<file path="src/hdl/rgb_sharpen_3x3_unit_assert.svh">
// ----------------------------------------------------------------------------
// rgb_sharpen_3x3_unit assertion macros
// concurrent checks used by the sharpen unit top file
// ----------------------------------------------------------------------------
`ifndef RGB_SHARPEN_3X3_UNIT_ASSERT_SVH
`define RGB_SHARPEN_3X3_UNIT_ASSERT_SVH

// same-cycle implication
`define RSH_ASSERT_IMPLIES(label, clk, rst_n, ante, cons) \
    label: assert property (@(posedge clk) disable iff (!rst_n) (ante) |-> (cons)) \
        else $error("rgb_sharpen_3x3_unit: assertion failed");

// next-cycle implication
`define RSH_ASSERT_NEXT(label, clk, rst_n, ante, cons) \
    label: assert property (@(posedge clk) disable iff (!rst_n) (ante) |=> (cons)) \
        else $error("rgb_sharpen_3x3_unit: assertion failed");

`endif

</file>
<file path="src/hdl/rsh_pkg.sv">
// ----------------------------------------------------------------------------
// rsh_pkg
// shared constants and types of the rgb 3x3 sharpen unit
// ----------------------------------------------------------------------------
`default_nettype none

package rsh_pkg;

    localparam int MAX_WIDTH    = 1024;
    localparam int COL_W        = $clog2(MAX_WIDTH);
    localparam int CW1          = COL_W + 1;
    localparam int WIDTH_W      = 11;
    localparam int HEIGHT_W     = 12;
    localparam int PIX_W        = 24;
    localparam int APB_AW       = 3;
    localparam int APB_DW       = 32;
    localparam int MIN_DIM      = 3;
    localparam int WIDTH_RESET  = 600;
    localparam int HEIGHT_RESET = 400;

    // register index codes, taken from paddr[2]
    localparam logic REG_WIDTH  = 1'b0;
    localparam logic REG_HEIGHT = 1'b1;

    typedef logic [PIX_W-1:0] t_pix;

    // effective frame geometry
    typedef struct packed {
        logic [COL_W:0]        width;
        logic [HEIGHT_W-1:0]   height;
    } t_cfg;

    // per-word control travelling with the window update
    typedef struct packed {
        logic valid;
        logic emit;
        logic interior;
        logic last;
    } t_ctl;

    // result word ready to be registered at the output
    typedef struct packed {
        logic valid;
        logic last;
        t_pix rgb;
    } t_res;

endpackage

`default_nettype wire

</file>
<file path="src/hdl/rsh_win.sv">
// ----------------------------------------------------------------------------
// rsh_win
// 3x3 window registers and laplacian sharpen of the centre pixel
// ----------------------------------------------------------------------------
`default_nettype none

module rsh_win (
    input  wire logic           i_clk,
    input  wire logic           i_rst_n,
    input  wire logic           i_adv,
    input  rsh_pkg::t_ctl       i_ctl,
    input  rsh_pkg::t_pix       i_up,
    input  rsh_pkg::t_pix       i_lo,
    input  rsh_pkg::t_pix       i_px,
    output rsh_pkg::t_res       o_res
);
    import rsh_pkg::*;

    t_pix        r_win [3][3];
    t_ctl        r_ctl;
    logic [11:0] sum [3];
    t_pix        sharp;

    function automatic logic [7:0] sharpen(input logic [7:0] c, input logic [11:0] s);
        logic [11:0]        c10;
        logic signed [12:0] acc;
        c10 = {1'b0, c, 3'b000} + {3'b000, c, 1'b0};
        acc = $signed({1'b0, c10}) - $signed({1'b0, s});
        if (acc < 0) begin
            return 8'd0;
        end else if (acc > 13'sd255) begin
            return 8'd255;
        end
        return acc[7:0];
    endfunction

    always_ff @(posedge i_clk) begin
        if (!i_rst_n) begin
            for (int i = 0; i < 3; i++) begin
                for (int j = 0; j < 3; j++) begin
                    r_win[i][j] <= '0;
                end
            end
            r_ctl <= '0;
        end else if (i_adv) begin
            if (i_ctl.valid) begin
                for (int i = 0; i < 3; i++) begin
                    r_win[i][0] <= r_win[i][1];
                    r_win[i][1] <= r_win[i][2];
                end
                r_win[0][2] <= i_up;
                r_win[1][2] <= i_lo;
                r_win[2][2] <= i_px;
            end
            r_ctl.valid    <= i_ctl.valid && i_ctl.emit;
            r_ctl.emit     <= i_ctl.emit;
            r_ctl.interior <= i_ctl.interior;
            r_ctl.last     <= i_ctl.last;
        end
    end

    // 9*centre - neighbours == 10*centre - sum of all nine
    always_comb begin
        for (int ch = 0; ch < 3; ch++) begin
            sum[ch] = '0;
            for (int i = 0; i < 3; i++) begin
                for (int j = 0; j < 3; j++) begin
                    sum[ch] = sum[ch] + 12'(r_win[i][j][8*ch +: 8]);
                end
            end
            sharp[8*ch +: 8] = sharpen(r_win[1][1][8*ch +: 8], sum[ch]);
        end
    end

    assign o_res.valid = r_ctl.valid;
    assign o_res.last  = r_ctl.last;
    assign o_res.rgb   = r_ctl.interior ? sharp : r_win[1][1];

endmodule

`default_nettype wire

</file>
<file path="config.mk">
export PLATFORM = sky130hd
export DESIGN_NAME = rsh_win
export DESIGN_NICKNAME = d
export VERILOG_FILES = /design/src/hdl/rgb_sharpen_3x3_unit_assert.svh /design/src/hdl/rsh_pkg.sv /design/src/hdl/rsh_win.sv
export SDC_FILE = /design/constraint.sdc
export NUM_CORES = 1
export LEC_CHECK = 0
export ABC_CLOCK_PERIOD_IN_PS = 7300
export BUFFER_PORTS_ARGS = -buffer_cell sky130_fd_sc_hd__buf_2
export CAP_MARGIN = 20
export CORE_MARGIN = 3
export CORE_UTILIZATION = 35
export DETAILED_ROUTE_END_ITERATION = 8
export PLACE_DENSITY = 0.52
export SYNTH_ARGS = -nofsm -noshare
export SYNTH_HDL_FRONTEND = slang
export SYNTH_SLANG_ARGS = --single-unit
</file>
<file path="constraint.sdc">
create_clock -name i_clk -period 7.3 [get_ports i_clk]
set_input_delay 1.46 -clock i_clk [delete_from_list [all_inputs] [get_ports i_clk]]
set_output_delay 1.46 -clock i_clk [all_outputs]
set_load 0.005 [all_outputs]
</file>
==> metrics.csv <==
stage,metric,value,unit
logic_synthesis,adder-cell share of the synthesized area,0.314,
clock_network,Max clock buf depth,3,
routing,Residual DRC,0,
floorplanning,Die W,218,um
routing,Post-DRT Antenna Nets,0,
layout,Layout Nets,1788,
timing,Final Hold Viols,0,
logic_synthesis,"Seq/Total Area, Yosys",0.417,
setup_path,slack of the worst reg-to-reg path,6.28,ns
logic_synthesis,Synth Flop Type,edfxtp_1,
floorplanning,Die ar.,47500,um^2
clock_network,TritonCTS buffer count,27,
clock_network,H-tree Lvls,1,
clock_network,Clock Sinks,219,
setup_path,critical path class,flip-flop to output port,
clock_network,"Clk Latency, worst-skew pair",0.54,ns
grt,gr ovfl total,0,
timing,Tightest Pin Transition,1.06,ns
logic_synthesis,Synth Area in Compound Gates,0.0548,
logic_synthesis,mux share of post-synthesis cell area,0.00422,
grt,initial antenna violation count,1,
timing,Fmax,0.133,GHz
logic_synthesis,Synth Area in XOR/XNOR,0.0128,
logic_synthesis,number of enable flip-flop cells after synthesis,216,
logic_synthesis,synthesized area,15700,um^2
routing,Avg WL per Cell,15.0,um
routing,wire length on met3,1220,um
setup_path,CP endpoint kind,output port,
setup_path,CP Launch Type,flip-flop,
grt,Tot GR Track Use,0.134,
setup_path,CP startpoint,r_win[0][57],
logic_synthesis,synth warn,0,
layout,filler cell count,4299,
floorplanning,die height,218,um
timing,final worst-path cycle share,1.03,
grt,first-pass GRT wire length,51200,um
timing,post-layout min period,7.53,ns
layout,final core occ,0.417,
routing,Metal-1 WL,13800,um
place,IO buf count,104,
job,max cap viols,0,
timing,Layout Skew,0.00799,ns
routing,Detail Route met2 WL,15000,um
logic_synthesis,Post-Synth Simple-Gate Area,0.112,
clock_network,CTS tree,done,
logic_synthesis,Syn Nets,1630,
layout,n_diodes,0,
timing,RSZ-0062 raised after global routing,yes,
routing,Top Layer Used,met5,
grt,largest net degree at the start of global routing,102,
floorplanning,Row Count,77,
routing,Post-Route WL,30800,um
floorplanning,core footprint,44300,um^2
routing,initial detailed-routing violation count,339,
layout,layout cell share with drive strength beyond 1,0.181,
setup_path,CP Max Fanout,4,
timing,max-slew violation count,0,
run_status,failing checks,negative setup slack,
setup_path,WP data required,5.84,ns
logic_synthesis,fraction of registers with async set or reset after synthesis,0,
timing,Post-Route Setup TNS,-1.33,ns
logic_synthesis,library cells used by synthesis,65,
setup_path,Reg2Reg Launch Point,r_ctl[1],
setup_path,CP arrival,6.07,ns
setup_path,r2r worst-path depth,3,
layout,design area,18500,um^2
logic_synthesis,Cells after Synth,1284,
logic_synthesis,main combinational cell family by area after synthesis,adder cells,
logic_synthesis,Avg Inst Size Synth,12.2,um^2
layout,Layout area overhead,17.6,%
min_path,worst hold path depth,2,
clock_network,Clock Root Buffer,clkbuf_16,
place,post-DP HPWL,22700,um
layout,"most common cell after layout, fill and taps aside",inv_1,
routing,vias post-DR,9077,
floorplanning,initial core utilization,0.355,
floorplanning,IO Count,105,
min_path,worst hold path class,flip-flop to flip-flop,
place,pre-CTS worst setup slack,-0.0114,ns
logic_synthesis,number of synthesized register bits,219,
routing,Vias/cell,4.42,
timing,"crit path setup slack, layout",-0.234,ns
run_status,outcome,finished with violations,
place,"Cell Area, Placed",17100,um^2
place,routability congestion estimate,0.791,
timing,Rel. slew slack,0.294,
setup_path,Critical R2R Capture,r_ctl[1],
routing,first drt pass iteration count,4,
layout,most frequent cells in the layout,"inv_1 (312), and2_1 (216), edfxtp_1 (216)",
grt,vias in the first global route,9774,
timing,final setup vio count,8,
setup_path,CP endpoint,o_res[14],
clock_network,clock transition at the registers of the reported paths,0.06,ns
-- area by class of cell --
type / instances / area, um^2 / share of cell area
well taps: 592 / 741 / 0.0401
inverters: 327 / 1230 / 0.0664
repair buffers: 160 / 1010 / 0.0547
multi-input cells: 707 / 8150 / 0.441
clock buffers: 31 / 691 / 0.0374
flip-flops and latches: 219 / 6550 / 0.354
clock inverters: 18 / 105 / 0.00569
-- worst max-delay path: stages, from the launching register on --
cell	delay, ns
edfxtp_1	0.41
fa_1	0.54
inv_1	0.05
fa_1	0.46
fa_1	0.54
inv_1	0.05
fa_1	0.44
fa_1	0.49
inv_1	0.05
ha_2	0.17
fa_2	0.37
a211oi_4	0.25
o21ai_2	0.09
a21oi_2	0.17
mux2_4	0.31
or4_4	0.45
a211o_4	0.38
o221ai_1	0.15
buf_2	0.15
-- through the flow --
stage / cells / hold slack (ns)
after floorplan: 1284 / 0.454
after global placement: 1977 / 0.463
after detailed placement: 1977 / 0.484
after CTS: 2045 / 0.492
after global routing: 2054 / 0.525
final: 2054 / 0.491
-- how the worst min path moves through the flow --
stage | start | to | slack (ns)
final | o_res[25] | o_res[25] | 0.49
after detailed placement | o_res[25] | o_res[25] | 0.48
after CTS | o_res[25] | o_res[25] | 0.49
after global routing | o_res[25] | o_res[25] | 0.53
after floorplan | o_res[25] | o_res[25] | 0.45
after global placement | o_res[25] | o_res[25] | 0.46
-- registers in the layout, summed over array words and instances, names as in the netlist --
name	flops
r_win	216
r_ctl	1
o_res	2
-- layer usage --
metal | vias to the layer above | track usage
li1 | 4363 | -
met1 | 4540 | 0.184
met2 | 130 | 0.225
met3 | 42 | 0.0230
met4 | 2 | 0.0313
met5 | - | 0
-- cell usage after synthesis, types with 3 or more instances --
cell type  count  share of area
o221ai_1       7         0.0039
o221a_2        8         0.0057
clkbuf_1      28         0.0067
edfxtp_1     216           0.41
a221o_1        3         0.0019
mux2i_1        4         0.0025
ha_1          57          0.045
o21a_1         3         0.0014
a21o_1         8         0.0038
and2_1       217          0.086
a311o_1        5         0.0032
nand2_1       14         0.0033
xor2_1        11         0.0061
inv_1        327          0.078
fa_1         210           0.27
nor2_1        30         0.0072
dfxtp_1        3         0.0038
nor2b_1       10         0.0040
a21oi_1       16         0.0051
nand3_1        8         0.0025
o21ai_1        6         0.0019
nor3_1         7         0.0022
a21boi_0       3         0.0014
xnor2_1       12         0.0067
o21ai_0       13         0.0041
a211oi_1       4         0.0019
-- timing repair --
action,in CTS,in global routing
pin swaps,34,30
setup endpoints to repair,24,24
buffers inserted,20,9
gates resized for setup,41,35
hold buffers,0,0
-- cell families after synthesis --
family	Yosys count
AO/OA/AOI/OAI	111
XOR/XNOR	23
adder cells (fa/ha/maj)	268
buffers and inverters	358
flip-flops	219
multiplexers	6
AND/OR/NAND/NOR	299
Power is not shown: default switching activity piles up to over one toggle a cycle in this logic, so the estimate is an artifact.
