[src/hdl/rgb_sharpen_3x3_unit_assert.svh]
// ----------------------------------------------------------------------------
// rgb_sharpen_3x3_unit assertion macros
// concurrent checks used by the sharpen unit top file
// ----------------------------------------------------------------------------
`ifndef RGB_SHARPEN_3X3_UNIT_ASSERT_SVH
`define RGB_SHARPEN_3X3_UNIT_ASSERT_SVH

// same-cycle implication
`define RSH_ASSERT_IMPLIES(label, clk, rst_n, ante, cons) \
    label: assert property (@(posedge clk) disable iff (!rst_n) (ante) |-> (cons)) \
        else $error("rgb_sharpen_3x3_unit: assertion failed");

// next-cycle implication
`define RSH_ASSERT_NEXT(label, clk, rst_n, ante, cons) \
    label: assert property (@(posedge clk) disable iff (!rst_n) (ante) |=> (cons)) \
        else $error("rgb_sharpen_3x3_unit: assertion failed");

`endif

[src/hdl/rsh_pkg.sv]
// ----------------------------------------------------------------------------
// rsh_pkg
// shared constants and types of the rgb 3x3 sharpen unit
// ----------------------------------------------------------------------------
`default_nettype none

package rsh_pkg;

    localparam int MAX_WIDTH    = 1024;
    localparam int COL_W        = $clog2(MAX_WIDTH);
    localparam int CW1          = COL_W + 1;
    localparam int WIDTH_W      = 11;
    localparam int HEIGHT_W     = 12;
    localparam int PIX_W        = 24;
    localparam int APB_AW       = 3;
    localparam int APB_DW       = 32;
    localparam int MIN_DIM      = 3;
    localparam int WIDTH_RESET  = 600;
    localparam int HEIGHT_RESET = 400;

    // register index codes, taken from paddr[2]
    localparam logic REG_WIDTH  = 1'b0;
    localparam logic REG_HEIGHT = 1'b1;

    typedef logic [PIX_W-1:0] t_pix;

    // effective frame geometry
    typedef struct packed {
        logic [COL_W:0]        width;
        logic [HEIGHT_W-1:0]   height;
    } t_cfg;

    // per-word control travelling with the window update
    typedef struct packed {
        logic valid;
        logic emit;
        logic interior;
        logic last;
    } t_ctl;

    // result word ready to be registered at the output
    typedef struct packed {
        logic valid;
        logic last;
        t_pix rgb;
    } t_res;

endpackage

`default_nettype wire

[src/hdl/rsh_cfg.sv]
// ----------------------------------------------------------------------------
// rsh_cfg
// apb register file holding frame width and height, with range clamping
// ----------------------------------------------------------------------------
`default_nettype none

module rsh_cfg (
    input  wire logic                        i_clk,
    input  wire logic                        i_rst_n,
    input  wire logic                        psel,
    input  wire logic                        penable,
    input  wire logic                        pwrite,
    input  wire logic [rsh_pkg::APB_AW-1:0]  paddr,
    input  wire logic [rsh_pkg::APB_DW-1:0]  pwdata,
    output logic      [rsh_pkg::APB_DW-1:0]  prdata,
    output logic                             pready,
    output rsh_pkg::t_cfg                    o_cfg
);
    import rsh_pkg::*;

    logic [WIDTH_W-1:0]  r_width;
    logic [HEIGHT_W-1:0] r_height;
    logic                wr;

    assign pready = 1'b1;
    assign wr     = psel && penable && pwrite && pready;

    always_ff @(posedge i_clk) begin
        if (!i_rst_n) begin
            r_width  <= WIDTH_W'(WIDTH_RESET);
            r_height <= HEIGHT_W'(HEIGHT_RESET);
        end else if (wr) begin
            case (paddr[2])
                REG_WIDTH:  r_width  <= pwdata[WIDTH_W-1:0];
                REG_HEIGHT: r_height <= pwdata[HEIGHT_W-1:0];
                default: ;
            endcase
        end
    end

    always_comb begin
        case (paddr[2])
            REG_WIDTH:  prdata = APB_DW'(r_width);
            REG_HEIGHT: prdata = APB_DW'(r_height);
            default:    prdata = '0;
        endcase
    end

    always_comb begin
        if (32'(r_width) > MAX_WIDTH) begin
            o_cfg.width = CW1'(MAX_WIDTH);
        end else if (32'(r_width) < MIN_DIM) begin
            o_cfg.width = CW1'(MIN_DIM);
        end else begin
            o_cfg.width = CW1'(r_width);
        end
        if (32'(r_height) < MIN_DIM) begin
            o_cfg.height = HEIGHT_W'(MIN_DIM);
        end else begin
            o_cfg.height = r_height;
        end
    end

endmodule

`default_nettype wire

[config.mk]
export PLATFORM = sky130hd
export DESIGN_NAME = rsh_cfg
export DESIGN_NICKNAME = d
export VERILOG_FILES = /design/src/hdl/rgb_sharpen_3x3_unit_assert.svh /design/src/hdl/rsh_pkg.sv /design/src/hdl/rsh_cfg.sv
export SDC_FILE = /design/constraint.sdc
export NUM_CORES = 1
export LEC_CHECK = 0
export ABC_AREA = 1
export BUFFER_PORTS_ARGS = -buffer_cell sky130_fd_sc_hd__buf_2
export CAP_MARGIN = 15
export CORE_MARGIN = 5
export CORE_UTILIZATION = 40
export CTS_CLUSTER_SIZE = 40
export DETAILED_ROUTE_END_ITERATION = 8
export GPL_ROUTABILITY_DRIVEN = 0
export PLACE_DENSITY = 0.76
export RECOVER_POWER = 50
export SYNTH_ARGS = -nofsm -noshare
export SYNTH_HDL_FRONTEND = slang
export SYNTH_SLANG_ARGS = --single-unit
[constraint.sdc]
create_clock -name i_clk -period 1.3 [get_ports i_clk]
set_clock_uncertainty 0.2 [all_clocks]
set_input_delay 0.195 -clock i_clk [delete_from_list [all_inputs] [get_ports i_clk]]
set_output_delay 0.195 -clock i_clk [all_outputs]
set_load 0.03 [all_outputs]
==> results of run 1 <==
## cell usage in the layout, fill, tap and decap left out
cell | netlist | layout
nand3_1 | 6 | 4
clkinv_2 | 0 | 1
clkbuf_1 | 13 | 9
nor2_4 | 1 | 15
o21ai_2 | 0 | 7
dfxtp_1 | 23 | 2
dfxtp_4 | 0 | 4
inv_4 | 0 | 6
buf_2 | 3 | 8
nand3_2 | 1 | 3
nor2_2 | 2 | 9
dfxtp_2 | 0 | 17
dlygate4sd3_1 | 0 | 12
buf_12 | 0 | 3
buf_4 | 22 | 17
nor2_1 | 57 | 36
inv_1 | 13 | 3
nand2_2 | 0 | 8
inv_6 | 0 | 1
conb_1 | 2 | 21
buf_6 | 1 | 51
o21ai_0 | 18 | 7
o21ai_4 | 0 | 4
inv_2 | 2 | 5
clkbuf_4 | 0 | 3
nand2_4 | 0 | 1
o211ai_1 | 4 | 4
nand2_1 | 29 | 20
o21ai_1 | 9 | 9
## what timing repair did
item                       4_1_cts  5_1_grt
hold endpoints to repair        23        0
buffers inserted                 5       11
hold buffers                    12        0
gates resized for setup        121       57
pin swaps                       14       14
setup endpoints to repair       35       35
## cells by family (layout without fill, tap and decap cells)
group                  Yosys count  after routing  share of synthesized area, %
other                            2             21                        0.5706
AOI/OAI and AO/OA               31             31                         12.55
buffers and inverters           54            119                         22.53
DFF                             23             23                         34.98
and+or+nand+nor                 96             96                         29.37
## registers in the layout, summed over array words and instances, names as in the netlist
name	flops
r_height	12
r_width	11
## per-stage QoR
stage / hold slack [ps] / instances / power, mW
final: 85.61 / 334 / 1.719
after global routing: 101.9 / 334 / 1.791
after CTS: 66.72 / 330 / 1.647
after detailed placement: 240.6 / 310 / 1.196
after global placement: 233.2 / 310 / 1.192
after floorplan: 121.2 / 225 / 1.104
## power by group through the flow
stage	sequential [mW]	combinational (mW)	clock [mW]
2_1_floorplan	0.762	0.343	0
3_3_place_gp	0.760	0.432	0
3_5_place_dp	0.762	0.435	0
4_1_cts	0.752	0.564	0.331
5_1_grt	0.755	0.662	0.373
6_report	0.752	0.630	0.337
## path summary, 6_finish.rpt
path,from,end,cells past startpoint
hold / removal,i_rst_n,r_height[7]$_SDFFE_PN1P_,2
setup / recovery,r_width[0]$_SDFFE_PN0P_,o_cfg[21],7
setup reg to reg,r_width[5]$_SDFFE_PN0P_,r_width[5]$_SDFFE_PN0P_,4
hold reg to reg,r_height[1]$_SDFFE_PN0P_,r_height[1]$_SDFFE_PN0P_,2
## synth_stat cells (all sizes together)
| cell | count | area [sq um] |
|---|---|---|
| nand3 | 7 | 40.04 |
| nor2 | 60 | 237.7 |
| nand2 | 29 | 108.9 |
| dfxtp | 23 | 460.4 |
| inv | 15 | 56.31 |
| buf | 26 | 191.4 |
| clkbuf | 13 | 48.80 |
| o211ai | 4 | 30.03 |
| o21ai | 27 | 135.1 |
| conb | 2 | 7.510 |
## cell type report
cell class	instances	area (sq um)	area share [%]
Multi-Input combinational cell	148	862.1	34.85
Sequential cell	23	496.7	20.08
Tap cell	44	55.05	2.226
Timing Repair Buffer	100	955.9	38.64
Clock inverter	1	5.005	0.2023
Inverter	15	76.32	3.085
Clock buffer	3	22.52	0.9105
## critical path, cell delays in order, from the launching register on
cell and delay, ps:
dfxtp_4 390, nor2_1 140, nand2_2 80, nor2_4 130
nor2_4 60, buf_12 140, nor2_4 80, buf_6 130
## metal layers
layer | part of all wire [%] | GRT usage [%] | vias up
met3 | 7.5 | 1.997 | 23
met5 | 0 | 0 | -
met4 | 4.0 | 8.608 | 0
li1 | - | - | 757
met1 | 37 | 26.31 | 791
met2 | 51 | 39.63 | 108
==> metrics, run 1 <==
Area after DPL about 1700 sq um; share of cells above drive strength 1 56.21%; DR vias 1,679; yosys warns 0; Yosys cell types 17; row count 20; Static Leakage 1.133 nW; Total Wirelength 5595 um; Vias/cell between 5 and 6; Root Driver clkbuf_4; Fillers around 190; Hold Crit Class input pin to flip-flop; crit path capture type primary output; TNS Setup -8750 ps; CP arrival 1460 ps; GRT Util Overall 21.85%; worst reg2reg setup slack approximately 30 ps; Final nets approximately 330; n_diodes 0; Reg clk slew, reported paths around 130 ps; Clock power frac 19.6%; Area Growth Syn to Fin 87.93%; period utilization 142.5%; Final min period ~1900 ps; I/O pins 96; first-pass GRT wire length between 7000 and 8000 um; dpl ws -302.6 ps; Die ar. ~4500 sq um; WL per Instance 16.75 um; DRT Pass-1 Iters 4; Setup CP Type flip-flop to primary output; Max Cap Viol 0; clock net sink count 23; vias in the first global route 1,654; Psw 0.6284 mW; Sequential Power Share between 40 and 50%; CP Max Fanout 5; switching part of the total power between 30 and 40%; # H-tree levels 1; Detail Placement HPWL between 2000 and 3000 um; DRT iter0 DRCs 110; startpoint types flip-flop; Detail Route Antenna Nets 0; die width 67.37 um; violated checks setup timing; Syn Area/Cell between 6 and 7 sq um; final worst setup slack -552.0 ps; endpoints failing setup 33; Port-buffer cells 52; Pint roughly 1.1 mW; Core Area 3103 sq um; Critical Path RT about 900 ps; register area share after synthesis between 30% and 40%; Cell Area, Synth about 1300 sq um; initial antenna violation count 0; drt drc 0; outcome finished with violations; total CTS buffers 3; fin. max-slew vios 0; RSZ-0062 raised after global routing true; fmax approximately 540 MHz; PD cells between 600 and 700 nW/um^2; post-route cell area between 2000 and 2500 sq um; Final Util between 70% and 80%; post-synthesis cell count 206; Final Hold Viols 0; Comb power frac a little under two fifths; Worst-Skew Late Latency ~310 ps; total gr overflow 0; Starting Density around 42%; largest net degree at the start of global routing 24; Longest Clk Path Bufs 2; #FFs+latches synth 23; Peak VDD IR 0.4839 mV; DIE HEIGHT 67.37 um; CTS tree built
(Power assumes the default switching activity.)
==> run 2: changes to the inputs <==
clock period = 2.1 ns   (was 1.3 ns; I/O delays follow)
==> run 2 against run 1 <==
The run now ends clean. Cell count is 14% lower. Core utilization shrank 32 points. Critical path depth is 1 lower.
==> metrics, run 2 (same netlist as run 1, synthesis figures left out) <==
outcome completed; Total Wirelength 3236 um (-42%); max reg flops 12 (unchanged); GRT Util Overall 14.36% (-7.5 points); startpoint types flip-flop; fmax roughly 500 MHz; Final Util 47.74% (-32 points); most frequent cells in the layout nor2_1 (57), buf_2 (39), nand2_1 (29), dfxtp_1 (23), conb_1 (21); clock net sink count 23 (unchanged); Setup CP Type flip-flop to primary output; fin. max-slew vios 0 (unchanged); Area Growth Syn to Fin 12.55%; Longest Clk Path Bufs 2 (unchanged); hold path endpoint r_height[11]$_SDFFE_PN0P_; Root Driver clkbuf_4; CP bufs+invs 1 (-1); worst reg2reg setup slack 1210 ps (+1180 ps); first-pass GRT wire length 5043 um (-33%); critical-path cell list nor2_1 -> nand3_1 -> nor2_2 -> nor2_4 -> nor2_1 -> buf_2; biggest regs r_height x12, r_width x11; Max Cap Viol 0 (unchanged); Hold Startpoint pwdata[11]; DIE HEIGHT 67.37 um (unchanged); CP max-delay cell dfxtp_1; Final min period 1965 ps; reg2reg path depth 2 (-2); row count 20 (unchanged); Hold Path Depth 3 (+1); Worst-Skew Late Latency 300 ps (about the same); total stage count of the critical path 6 (-1); Reg clk slew, reported paths 130 ps (about the same); drt drc 0 (unchanged); post_cts resized 0 (-100%); total CTS buffers 3 (unchanged); Critical Path RT 1580 ps (+680 ps); I/O pins 96 (unchanged); Worst-Margin Slew a little under 600 ps; CTS Hold Bufs 0 (-12); Peak VDD IR 0.2377 mV (-51%); Total Power 0.8847 mW (-49%); endpoints failing setup 0 (-100%); CP top delay family simple AND/OR/NAND/NOR gates; Core Area 3103 sq um (unchanged); Final nets 284 (-14%); Slew headroom between 60% and 70%; Static Leakage 0.7649 nW (-32%); Detail Route Antenna Nets 0 (unchanged); DRT iter0 DRCs 46 (-58%); Post-CTS Setup Bufs 0 (-5); TNS Setup 0 ps (+8750 ps); initial antenna violation count 0 (unchanged); RSZ-0062 raised after global routing false; Hold Crit Class input pin to flip-flop; DRT Pass-1 Iters 4 (unchanged); CP max stage delay 350 ps (-40 ps); DR vias 1,256 (-25%); PD cells 597.2 nW/um^2 (-14%); share of cells above drive strength 1 19.75% (-36 points); Starting Density 42.42% (unchanged); n_diodes 0 (unchanged); largest net degree at the start of global routing 24 (unchanged); Vias/cell 4.376 (-13%); Top cell by count, worst path nor2_1; Port-buffer cells 52 (unchanged); Detail Placement HPWL 2458 um (-16%); die width 67.37 um (unchanged); # H-tree levels 1 (unchanged); Die ar. 4538 sq um (unchanged); CTS tree built; hold_ws 20.96 ps (-64.65 ps); CP arrival 1450 ps (about the same); Final Hold Viols 0 (unchanged); Reg2Reg Capture Point r_width[0]$_SDFFE_PN0P_; CP Max Fanout 10 (+5); vias in the first global route 1,092 (-34%); total gr overflow 0 (unchanged); Biggest register r_height; WL per Instance 11.28 um (-33%); period utilization 93.58%; crit path capture type primary output; commonest non-fill, non-tap cell in the layout nor2_1; RR Startpoint r_width[0]$_SDFFE_PN0P_
-- run 2: cell types whose count changed in the layout (fill, tap and decap cells not counted), moves of 12 or more --
cell and delta:
buf_6 -51, dfxtp_2 -17, buf_4 -16, buf_2 +31, dlygate4sd3_1 -12, nor2_1 +21, nor2_4 -14, inv_1 +12
dfxtp_1 +21
-- run 2: report_power, final --
| part | switching (mW) | internal, mW | leakage, nW |
|---|---|---|---|
| sequential | 0.0130 | 0.452 | 0.187 |
| combinational | 0.174 | 0.0488 | 0.560 |
| clock | 0.127 | 0.0709 | 0.0177 |
-- run 2: worst max path at each step --
stage	from	endpoint	slack, ps
after floorplan	paddr[2]	prdata[10]	430
after global placement	paddr[2]	r_width[0]$_SDFFE_PN0P_	240
after detailed placement	paddr[2]	r_width[0]$_SDFFE_PN0P_	220
after CTS	r_width[0]$_SDFFE_PN0P_	o_cfg[12]	30
after global routing	r_width[5]$_SDFFE_PN0P_	o_cfg[21]	20
final	r_width[2]$_SDFFE_PN0P_	o_cfg[12]	130
-- run 2: layout make-up --
| type | count | area (sq um) |
|---|---|---|
| Fill cell | 358 | 1622 |
| Multi-Input combinational cell | 148 | 630.6 |
| Sequential cell | 23 | 460.4 |
| Timing Repair Buffer | 53 | 251.5 |
| Inverter | 15 | 56.30 |
| Tap cell | 44 | 55.05 |
| Clock buffer | 3 | 22.52 |
| Clock inverter | 1 | 5.005 |
-- run 2: worst register-to-register path, cell delays in order (launching register included) --
cell and delay [ps]:
dfxtp_1 370, o21ai_0 180, nor2_1 50
-- run 2: routing by layer --
layer	vias to the layer above	part of all wire [%]	track usage, %
li1	658	-	-
met1	543	46	20.26
met2	53	44	22.45
met3	2	9.5	2.496
met4	0	0.40	3.797
met5	-	0	0
-- run 2: stage by stage --
step           setup WS, ps  area, sq um  cells
3_3_place_gp          242.5         1470    283
6_report              134.7         1481    287
3_5_place_dp          224.0         1470    283
2_1_floorplan         428.5         1388    225
5_1_grt               19.17         1481    287
4_1_cts               25.08         1498    287
